===== src/hw/rtl/smbd_pkg.sv =====
// ----------------------------------------------------------------------------
// SplitMix64 bounded draw package
// Shared constants, command codes and sequencer states.
// ----------------------------------------------------------------------------
package smbd_pkg;

  localparam int unsigned DataW = 64;
  localparam int unsigned CntW  = 7;

  localparam logic [63:0] GoldenStep = 64'h9e3779b97f4a7c15;
  localparam logic [63:0] MixMulA    = 64'hbf58476d1ce4e5b9;
  localparam logic [63:0] MixMulB    = 64'h94d049bb133111eb;
  localparam int unsigned FracShift  = 11;

  typedef enum logic [1:0] {
    CmdRaw   = 2'd0,
    CmdFrac  = 2'd1,
    CmdIndex = 2'd2,
    CmdNone  = 2'd3
  } cmd_e;

  typedef enum logic [3:0] {
    StIdle,
    StMulA,
    StMulB,
    StFinal,
    StFloor,
    StCheck,
    StMod,
    StDone
  } state_e;

  // Control handed from the sequencer to the serial arithmetic unit.
  typedef struct packed {
    logic start_mul;
    logic start_div;
  } arith_ctrl_t;

  typedef struct packed {
    logic busy;
  } arith_stat_t;

endpackage


===== src/hw/rtl/smbd_arith.sv =====
// ----------------------------------------------------------------------------
// SplitMix64 bounded draw serial arithmetic
// Bit-serial 64x64 low-half multiplier and restoring divider (remainder),
// one bit per cycle on a shared shift register.
// ----------------------------------------------------------------------------
module smbd_arith (
  input  logic                      clk_i,
  input  logic                      rst_ni,
  input  smbd_pkg::arith_ctrl_t     ctrl_i,
  input  logic [smbd_pkg::DataW-1:0] op_a_i,
  input  logic [smbd_pkg::DataW-1:0] op_b_i,
  output smbd_pkg::arith_stat_t     stat_o,
  output logic [smbd_pkg::DataW-1:0] result_o
);

  localparam int unsigned W = smbd_pkg::DataW;

  logic [W-1:0] acc_q, acc_d;
  logic [W-1:0] sh_q, sh_d;
  logic [W-1:0] b_q, b_d;
  logic [smbd_pkg::CntW-1:0] cnt_q, cnt_d;
  logic         busy_q, busy_d;
  logic         div_q, div_d;
  logic [W:0]   rem_sh;
  logic [W:0]   rem_sub;

  // One bit step of the multiply or divide.
  always_comb begin
    acc_d  = acc_q;
    sh_d   = sh_q;
    b_d    = b_q;
    cnt_d  = cnt_q;
    busy_d = busy_q;
    div_d  = div_q;
    rem_sh  = {acc_q, sh_q[W-1]};
    rem_sub = rem_sh - {1'b0, b_q};
    if (ctrl_i.start_mul) begin
      acc_d  = '0;
      sh_d   = op_a_i;
      b_d    = op_b_i;
      cnt_d  = '0;
      busy_d = 1'b1;
      div_d  = 1'b0;
    end else if (ctrl_i.start_div) begin
      acc_d  = '0;
      sh_d   = op_a_i;
      b_d    = op_b_i;
      cnt_d  = '0;
      busy_d = 1'b1;
      div_d  = 1'b1;
    end else if (busy_q) begin
      if (div_q) begin
        sh_d  = {sh_q[W-2:0], 1'b0};
        acc_d = rem_sub[W] ? rem_sh[W-1:0] : rem_sub[W-1:0];
      end else begin
        // Multiplier bits consumed LSB first; b shifts left each step.
        if (sh_q[0]) begin
          acc_d = acc_q + b_q;
        end
        sh_d = {1'b0, sh_q[W-1:1]};
        b_d  = {b_q[W-2:0], 1'b0};
      end
      cnt_d = cnt_q + 1'b1;
      if (cnt_q == smbd_pkg::CntW'(W - 1)) begin
        busy_d = 1'b0;
      end
    end
  end

  always_ff @(posedge clk_i or negedge rst_ni) begin
    if (!rst_ni) begin
      busy_q <= 1'b0;
      div_q  <= 1'b0;
      cnt_q  <= '0;
    end else begin
      busy_q <= busy_d;
      div_q  <= div_d;
      cnt_q  <= cnt_d;
    end
  end

  always_ff @(posedge clk_i) begin
    acc_q <= acc_d;
    sh_q  <= sh_d;
    b_q   <= b_d;
  end

  assign stat_o.busy = busy_q;
  assign result_o    = acc_q;

endmodule


===== src/hw/rtl/splitmix64_bounded_draw_unit.sv =====
// ----------------------------------------------------------------------------
// SplitMix64 bounded draw unit
// SplitMix64 generator with raw, 0.53 fraction and rejection-sampled index.
// ----------------------------------------------------------------------------
// Channel | Direction | Handshake    | Payload
// in      | input     | valid/stall  | command_i, count_i
// out     | output    | valid/stall  | value_o
// cfg     | input     | valid/ready  | cfg_data_i (seed)
//
// A draw is two serial multiplies. Raw and fraction results follow one draw;
// an index request first divides for the floor remainder, draws again after
// each rejection, and ends with a modulo divide.
// Zero count and command 3 show their result in the cycle after acceptance.
// Reset loads a zero seed; a seed write waits while a request is offered.
// A stalled result holds in the output register; once it is taken the unit
// returns to idle and can accept the next request.
// ----------------------------------------------------------------------------
module splitmix64_bounded_draw_unit (
  input  logic        clk_i,
  input  logic        rst_ni,
  input  logic        in_valid_i,
  output logic        in_stall_o,
  input  logic [1:0]  command_i,
  input  logic [63:0] count_i,
  output logic        out_valid_o,
  input  logic        out_stall_i,
  output logic [63:0] value_o,
  input  logic        cfg_valid_i,
  output logic        cfg_ready_o,
  input  logic [63:0] cfg_data_i
);

  localparam int unsigned W = smbd_pkg::DataW;

  smbd_pkg::state_e state_q, state_d;
  smbd_pkg::arith_ctrl_t ctrl;
  smbd_pkg::arith_stat_t stat;
  logic [W-1:0] gen_q, gen_d;
  logic [W-1:0] z_q, z_d;
  logic [W-1:0] floor_q, floor_d;
  logic [W-1:0] count_q;
  logic [1:0]   cmd_q;
  logic [W-1:0] value_q, value_d;
  logic [W-1:0] op_a, op_b;
  logic [W-1:0] arith_res;
  logic         launch;
  logic         first_q, first_d;
  logic [W-1:0] draw_val;
  logic         in_acc;

  // A request offered while idle takes priority over a seed write.
  assign in_acc      = in_valid_i && !in_stall_o;
  assign in_stall_o  = (state_q != smbd_pkg::StIdle);
  assign cfg_ready_o = (state_q == smbd_pkg::StIdle) && !in_valid_i;
  assign out_valid_o = (state_q == smbd_pkg::StDone);
  assign value_o     = value_q;
  assign draw_val    = arith_res ^ {31'd0, arith_res[W-1:31]};

  smbd_arith u_arith (
    .clk_i   (clk_i),
    .rst_ni  (rst_ni),
    .ctrl_i  (ctrl),
    .op_a_i  (op_a),
    .op_b_i  (op_b),
    .stat_o  (stat),
    .result_o(arith_res)
  );

  // Next state.
  always_comb begin
    state_d = state_q;
    case (state_q)
      smbd_pkg::StIdle: begin
        if (in_acc) begin
          if (command_i == smbd_pkg::CmdNone ||
              (command_i == smbd_pkg::CmdIndex && count_i == '0)) begin
            state_d = smbd_pkg::StDone;
          end else if (command_i == smbd_pkg::CmdIndex) begin
            state_d = smbd_pkg::StFloor;
          end else begin
            state_d = smbd_pkg::StMulA;
          end
        end
      end
      smbd_pkg::StFloor: if (!stat.busy && !first_q) state_d = smbd_pkg::StMulA;
      smbd_pkg::StMulA:  if (!stat.busy && !first_q) state_d = smbd_pkg::StMulB;
      smbd_pkg::StMulB:  if (!stat.busy && !first_q) state_d = smbd_pkg::StFinal;
      smbd_pkg::StFinal: begin
        if (cmd_q != smbd_pkg::CmdIndex) begin
          state_d = smbd_pkg::StDone;
        end else if (draw_val >= floor_q) begin
          state_d = smbd_pkg::StMod;
        end else begin
          state_d = smbd_pkg::StMulA;
        end
      end
      smbd_pkg::StMod:   if (!stat.busy && !first_q) state_d = smbd_pkg::StDone;
      smbd_pkg::StDone:  if (!out_stall_i) state_d = smbd_pkg::StIdle;
      default:           state_d = smbd_pkg::StIdle;
    endcase
  end

  // Outputs and datapath control.
  always_comb begin
    launch   = 1'b0;
    ctrl     = '0;
    op_a     = z_q;
    op_b     = smbd_pkg::MixMulA;
    gen_d    = gen_q;
    z_d      = z_q;
    floor_d  = floor_q;
    value_d  = value_q;
    first_d  = 1'b0;
    case (state_q)
      smbd_pkg::StIdle: begin
        value_d = '0;
        if (cfg_valid_i && cfg_ready_o) begin
          gen_d = cfg_data_i;
        end else if (in_acc && command_i != smbd_pkg::CmdNone &&
                     !(command_i == smbd_pkg::CmdIndex && count_i == '0)) begin
          first_d = 1'b1;
          if (command_i != smbd_pkg::CmdIndex) begin
            // Advance the counter and prepare the first mix term.
            gen_d = gen_q + smbd_pkg::GoldenStep;
            z_d   = gen_d ^ {30'd0, gen_d[W-1:30]};
          end
        end
      end
      smbd_pkg::StFloor: begin
        op_a = '0 - count_q;
        op_b = count_q;
        if (first_q) begin
          ctrl.start_div = 1'b1;
        end else if (!stat.busy) begin
          floor_d = arith_res;
          gen_d   = gen_q + smbd_pkg::GoldenStep;
          z_d     = gen_d ^ {30'd0, gen_d[W-1:30]};
          first_d = 1'b1;
        end
      end
      smbd_pkg::StMulA: begin
        op_a = z_q;
        op_b = smbd_pkg::MixMulA;
        if (first_q) begin
          ctrl.start_mul = 1'b1;
        end else if (!stat.busy) begin
          z_d     = arith_res ^ {27'd0, arith_res[W-1:27]};
          first_d = 1'b1;
        end
      end
      smbd_pkg::StMulB: begin
        op_a = z_q;
        op_b = smbd_pkg::MixMulB;
        if (first_q) begin
          ctrl.start_mul = 1'b1;
        end
      end
      smbd_pkg::StFinal: begin
        if (cmd_q == smbd_pkg::CmdRaw) begin
          value_d = draw_val;
        end else if (cmd_q == smbd_pkg::CmdFrac) begin
          value_d = {11'd0, draw_val[W-1:smbd_pkg::FracShift]};
        end else if (draw_val >= floor_q) begin
          z_d     = draw_val;
          first_d = 1'b1;
        end else begin
          // Rejected draw: advance and mix again.
          gen_d   = gen_q + smbd_pkg::GoldenStep;
          z_d     = gen_d ^ {30'd0, gen_d[W-1:30]};
          first_d = 1'b1;
        end
      end
      smbd_pkg::StMod: begin
        op_a = z_q;
        op_b = count_q;
        if (first_q) begin
          ctrl.start_div = 1'b1;
        end else if (!stat.busy) begin
          value_d = arith_res;
        end
      end
      smbd_pkg::StDone: begin
        launch = 1'b0;
      end
      default: begin
        launch = 1'b0;
      end
    endcase
    if (launch) begin
      first_d = 1'b1;
    end
  end

  always_ff @(posedge clk_i or negedge rst_ni) begin
    if (!rst_ni) begin
      state_q <= smbd_pkg::StIdle;
      gen_q   <= '0;
      first_q <= 1'b0;
    end else begin
      state_q <= state_d;
      gen_q   <= gen_d;
      first_q <= first_d;
    end
  end

  always_ff @(posedge clk_i) begin
    z_q     <= z_d;
    floor_q <= floor_d;
    value_q <= value_d;
    if (in_acc) begin
      cmd_q   <= command_i;
      count_q <= count_i;
    end
  end

endmodule


===== config.mk =====
export PLATFORM = sky130hd
export DESIGN_NAME = splitmix64_bounded_draw_unit
export DESIGN_NICKNAME = d
export VERILOG_FILES = /design/src/hw/rtl/smbd_pkg.sv /design/src/hw/rtl/smbd_arith.sv /design/src/hw/rtl/splitmix64_bounded_draw_unit.sv
export SDC_FILE = /design/constraint.sdc
export NUM_CORES = 2
export LEC_CHECK = 0
export BUFFER_PORTS_ARGS = -buffer_cell sky130_fd_sc_hd__clkbuf_2
export CAP_MARGIN = 20
export CORE_AREA = 4 4 302 364
export CTS_CLUSTER_SIZE = 28
export DETAILED_ROUTE_END_ITERATION = 7
export DIE_AREA = 0 0 306 368
export MAX_ROUTING_LAYER = met4
export PLACE_DENSITY_LB_ADDON = 0.12
export SLEW_MARGIN = 20
export SYNTH_ARGS = -nofsm -noshare
export SYNTH_HDL_FRONTEND = slang
export SYNTH_SLANG_ARGS = --single-unit

===== constraint.sdc =====
create_clock -name clk_i -period 6.4 [get_ports clk_i]
set_input_delay 1.28 -clock clk_i [delete_from_list [all_inputs] [get_ports clk_i]]
set_output_delay 1.28 -clock clk_i [all_outputs]
set_load 0.02 [all_outputs]

**Yosys cells after proc, flatten, opt, wreduce, memory -nomap -nowiden**

Index checks and enable logic that the tools add are counted.

- Input port bits: 135
- Output and inout port bits: 67
- Bits in registers: 528

- Mux-type cells: 68
- Order comparisons: 1
- Eq/ne operators: 35
- Add/sub/neg operators: 5
- Reductions and logical operators: 34
- Bitwise operators: 5

Operator list:

| kind | number |
|---|---|
| 64-bit two-way mux | 34 |
| 64-bit one-hot mux with 3 select lines | 2 |
| 64-bit one-hot mux with 4 select lines | 1 |
| 64-bit one-hot mux with 2 select lines | 1 |
| 65-bit by 64-bit subtractor with 65-bit output | 1 |
| 64-bit adder | 1 |
| 64-bit adder (second input constant) | 1 |
| 64-bit >= comparator | 1 |
| 64-bit zero test | 1 |
| 1-bit by 64-bit subtractor with 64-bit output (first input constant) | 1 |
| 64-bit by 33-bit XOR with 64-bit output | 1 |
| 64-bit by 34-bit XOR with 64-bit output | 1 |
| 64-bit by 37-bit XOR with 64-bit output | 1 |
| 2-bit inequality test (second input constant) | 19 |
| 4-bit one-hot mux with 7 select lines | 1 |
| 4-bit two-way mux | 6 |
| 7-bit two-way mux | 3 |
| 1-bit two-way mux | 15 |
| 4-bit by 3-bit equality test with 1-bit output (second input constant) | 3 |
| 3-bit two-way mux | 4 |
| 10-bit AND reduction | 1 |
| 3-bit nonzero test | 3 |
| 4-bit by 2-bit equality test with 1-bit output (second input constant) | 2 |
| 8-bit AND reduction | 1 |
| 22 further kinds | 43 |

**Depth between registers and ports, before layout**

- Depth after elaboration: 8
- Depth in mapped cells: 16
- Gate-level depth less buffers: 14

**Hierarchy**

Synthesis repeated with hierarchy kept, for this count alone.

- Cell total of the unflattened synthesis: 4323
- Area, all modules: 37983.9 sq um

By module, submodules not included:

| module | cells an instance | area an instance (sq um) | times used | sequential area each (sq um) |
|---|---|---|---|---|
| splitmix64_bounded_draw_unit | 2184 | 20596.0 | 1 | 9449.1 |
| smbd_arith | 2139 | 17387.9 | 1 | 5350.1 |

**Worst setup path after synthesis**

No wires, ideal clock.

- Kind: input port to flip-flop
- Start: input port in_valid_i
- End: register z_q[0], enable pin
- Setup time: 0.578 ns
- Path slack: -0.379 ns
- Stages on the path: 3
- Data required time: 5.822 ns
- Arrival time: 6.201 ns
- Path buffers: 0
- Cell sequence: inv_1 o21ai_0 nor3b_1

- Word-level cells in the longest chain between the ends: 5
- Elaborated cells on any way between the ends: 9
- Those cells by class: 2 x eq/ne; 7 x reduce/logical

RTL lines:

| element | line | RTL |
|---|---|---|
| start, declared | splitmix64_bounded_draw_unit.sv:21 | `input logic in_valid_i,` |
| 1-bit logical AND or 1-bit zero test (tied branches) | splitmix64_bounded_draw_unit.sv:52, splitmix64_bounded_draw_unit.sv:54 |  |
| 1-bit logical AND (on tied branches) | splitmix64_bounded_draw_unit.sv:119, splitmix64_bounded_draw_unit.sv:54 |  |
| 1-bit logical AND (on tied branches) | splitmix64_bounded_draw_unit.sv:119, splitmix64_bounded_draw_unit.sv:117 |  |
| 2-bit by 1-bit inequality test with 1-bit output (no source line) or 2-bit inequality test (tied branches) | n/a |  |
| 10-bit AND reduction (no source line) * | n/a |  |
| end signal, assigned | splitmix64_bounded_draw_unit.sv:207 | `z_q <= z_d;` |
| end, declared | splitmix64_bounded_draw_unit.sv:39 | `logic [W-1:0] z_q, z_d;` |

Mark *: on every way between the ends. The rest lies on a longest branch, timed or not.
A chain may end at the register's enable or synchronous reset.

**Final worst setup path**

- Start: register u_arith.acc_q[36], in the netlist u_arith.result_o[36]
- End: register gen_q[0]

- Word-level cells in the longest chain between the ends: 4

RTL lines:

| element | line | RTL |
|---|---|---|
| start, declared | smbd_arith.sv:18 | `logic [W-1:0] acc_q, acc_d;` |
| start signal, assigned | smbd_arith.sv:83 | `acc_q <= acc_d;` |
| 64-bit by 33-bit XOR with 64-bit output | splitmix64_bounded_draw_unit.sv:57 | `assign draw_val = arith_res ^ {31'd0, arith_res[W-1:31]};` |
| 64-bit >= comparator | splitmix64_bounded_draw_unit.sv:163 | `end else if (draw_val >= floor_q) begin` |
| 2-bit inequality test (no source line) | n/a |  |
| 8-bit AND reduction (no source line) | n/a |  |
| end signal, assigned | splitmix64_bounded_draw_unit.sv:201 | `gen_q <= gen_d;` |
| end, declared | splitmix64_bounded_draw_unit.sv:38 | `logic [W-1:0] gen_q, gen_d;` |

Every way passes these cells.

==> run metrics <==
outcome=finished clean; initial DRC count=3427; global placer's final weighted congestion=0.9884; met2 usage=44.40%; die width=306 microns; setup repair bufs after CTS=0; initial antenna violation count=4; area of the core=0.1060 sq mm; Yosys warnings=0; Pre-antenna DRT Iters=6; adder-cell share of the synthesized area=6.661%; EDFF count, synth=386; Post-Syn Instances=4117; Worst Path Required=6.88 ns; die height=368 microns; Max Cap Viol=0; Setup Viol. Count Final=0; final hold violations=0; path depth of the worst reg2reg path=14; total track usage=28.05%; fin crit period=5.103 ns; clk buf depth=3; Die ar.=0.1126 sq mm; Synth Cell Area=0.03704 sq mm; simple logic cell fraction of the synthesized area=13.86%; Post-Synth XOR/XNOR Area=7.208%; Post-route DRC=0; Setup Crit Path Kind=reg2reg; port bufs=201; first-pass GRT wire length=226400 microns; Reg2Reg Setup Slack=1.30 ns; wire length per cell=28.40 microns; Endpoint, Worst Hold=u_arith.result_o[12]$_SDFFE_PP0P_; routing usage on met3=3.630%; NumNets Final=4511; Worst setup SP type=register; vias in the first global route=31690; Root Buffer Master=clkbuf_16; Slew @ Worst Pin=1.117 ns; Final period util=79.74%; Setup WS post-layout=1.297 ns; main combinational cell family by area after synthesis=compound AO/OA/AOI/OAI gates; I/O pin count=202; CTS-repair resized insts=0; Antenna Violating Nets Remaining=0; post-DP HPWL=119600 microns; clk_lat worst skew=0.66 ns; CP max FO=32; post-place setup slack=1.433 ns; Rel. slew slack=25.38%; FFs w/ async S/R, synth=14.61%; Synth cell types=95; worst hold path depth=1; number of max-slew violations in the final report=0; number of fillers in the final layout=10700; share of cells above drive strength 1=12.38%; H-Tree Depth=3; Hold Crit Start=u_arith.result_o[12]$_SDFFE_PP0P_; Starting Density=34.93%; # hold bufs at CTS=0; detailed-route via count=33420; main flop type after synthesis=edfxtp_1; WP data arrival=5.58 ns; Avg Cell Area, Syn=8.997 sq um; Site Rows=131; skew final=0.03577 ns; Hold Crit Class=reg2reg; r2r endpoint=gen_q[0]$_DFFE_PN0P_; Vias per Instance=5.936; Synthesized Nets=4448; post-synthesis compound-gate area fraction=23.82%; FF+latch count, synth=527; setup TNS=0 ns; CTS Sinks=527; RSZ-0062 raised after global routing=no; CTS clk-pin slew, worst paths=0.06 ns; Fmax achieved=195.9 MHz; met1 usage=35.74%; design area=0.04181 sq mm; final WL=159900 microns; sequential share of the synthesized area=39.95%; grt total ovfl=0; mux cell area share after synthesis=3.395%; CTS tree=built; CTS buffer count=66; FF-to-FF Start=u_arith.result_o[36]$_SDFFE_PP0P_; Area Overhead vs Synth=12.87%; largest net degree at the start of global routing=100; Most Used Layer, Global Route=met2; Crit. End Element=register; Post-DP Area=0.03958 sq mm
-- worst max-delay path: stages, from the launching register on --
cell,delay (ns)
dfxtp_1,0.75
xor2_1,0.42
ha_1,0.31
nand3_1,0.10
nor2_1,0.06
a211oi_1,0.21
o31ai_1,0.19
a21oi_1,0.26
o21ai_0,0.11
a31oi_1,0.54
a21oi_2,0.11
buf_4,0.28
or4_1,1.06
a22oi_1,0.36
o31ai_1,0.10
-- layer usage --
layer,part of all wire (%),vias up
li1,-,15420
met4,5.3,0
met5,0,-
met2,46,1475
met1,42,16220
met3,6.8,303
-- cells in the final DEF, fill, tap and decap left out, drive strengths merged, types with 62 or more instances in the layout --
master / n
a211oi: 87
a21o: 95
a21oi: 448
buf: 96
clkbuf: 287
dfrtp: 77
dfxtp: 64
edfxtp: 386
ha: 194
inv: 200
mux2i: 84
nand2: 363
nand4: 62
nor2: 282
nor3: 64
o21ai: 322
o22ai: 62
xnor2: 158
xor2: 146
-- synth_stat cells, types with 22 or more instances --
| library cell | count | area share, % |
|---|---|---|
| edfxtp_1 | 386 | 31 |
| o22ai_1 | 62 | 1.0 |
| a21o_1 | 95 | 1.9 |
| o221ai_1 | 27 | 0.64 |
| nor3b_1 | 33 | 0.67 |
| a221oi_1 | 28 | 0.66 |
| dfxtp_1 | 64 | 3.5 |
| nand3_1 | 53 | 0.72 |
| o211ai_1 | 47 | 0.95 |
| a211oi_1 | 82 | 1.7 |
| inv_1 | 197 | 2.0 |
| nand2_1 | 362 | 3.7 |
| xnor2_1 | 157 | 3.7 |
| nand2b_1 | 24 | 0.41 |
| a22o_1 | 25 | 0.59 |
| dfrtp_1 | 77 | 5.2 |
| nor4_1 | 41 | 0.69 |
| o221a_2 | 27 | 0.82 |
| o21bai_1 | 30 | 0.61 |
| nor2b_1 | 30 | 0.51 |
| nand4_1 | 62 | 1.0 |
| mux2_2 | 37 | 1.1 |
| clkbuf_1 | 277 | 2.8 |
| and2_1 | 28 | 0.47 |
| or3_1 | 27 | 0.46 |
| mux2i_1 | 84 | 2.3 |
| o21ai_0 | 304 | 4.1 |
| a31oi_1 | 53 | 0.90 |
| nor3_1 | 63 | 0.85 |
| o21a_1 | 22 | 0.45 |
| a21oi_1 | 447 | 6.0 |
| xor2_1 | 146 | 3.5 |
| nor2_1 | 281 | 2.8 |
| ha_1 | 194 | 6.6 |
| and3_1 | 23 | 0.39 |
-- state kept, by name (all words and copies together) (netlist names) --
name / flops
state_q: 3
count_q: 64
u_arith.stat_o: 1
u_arith.cnt_q: 7
first_q: 1
u_arith.div_q: 1
cmd_q: 2
floor_q: 64
u_arith.b_q: 64
u_arith.sh_q: 64
value_o: 64
z_q: 64
u_arith.result_o: 64
gen_q: 64
-- area by class of cell --
cell class                 instances  area (sq um)  share of cell area (%)
timing repair buffer             296          1784                   4.267
tap                             1396          1747                   4.178
clock buffer                      87          1812                   4.333
clock inverter                    34         419.2                   1.003
inverter                         197         739.5                   1.769
sequential                       527         14800                   35.41
antenna                            1         2.502                0.005985
multi-input combinational       3092         20500                   49.04
-- per-stage QoR --
step	hold slack (ns)	instances	utilization, %
2_1_floorplan	0.4323	4117	-
3_3_place_gp	0.4866	5508	37.32
3_5_place_dp	0.4983	5508	37.32
4_1_cts	0.5145	5629	39.42
5_1_grt	0.5316	5630	39.43
6_report	0.5018	5630	39.43
-- cells by family (layout without fill, tap and decap cells) --
logic type | count (synthesis) | count (layout)
compound gates | 1395 | 1395
xor+xnor | 304 | 304
fa+ha+maj | 196 | 196
buf+inv | 498 | 614
flops | 527 | 527
mux | 121 | 121
other cells | 0 | 1
simple gates | 1076 | 1076
-- how the worst max path moves through the flow --
stage                                      start                                 to  slack [ns]  cells past startpoint
3_5_place_dp          u_arith.sh_q[63]$_DFFE_PP_  u_arith.result_o[14]$_SDFFE_PP0P_        1.43                     15
6_report       u_arith.result_o[36]$_SDFFE_PP0P_               gen_q[0]$_DFFE_PN0P_        1.30                     14
5_1_grt         u_arith.result_o[9]$_SDFFE_PP0P_              gen_q[28]$_DFFE_PN0P_        1.05                     14
3_3_place_gp          u_arith.sh_q[63]$_DFFE_PP_  u_arith.result_o[14]$_SDFFE_PP0P_        1.51                     15
2_1_floorplan          u_arith.div_q$_DFFE_PN0P_           u_arith.b_q[0]$_DFFE_PP_        0.20                      5
4_1_cts               u_arith.sh_q[63]$_DFFE_PP_  u_arith.result_o[14]$_SDFFE_PP0P_        1.41                     15
Power is left out: the tool's default activity adds up to more than one toggle a clock period on the data nets, which glitch-free logic cannot reach.
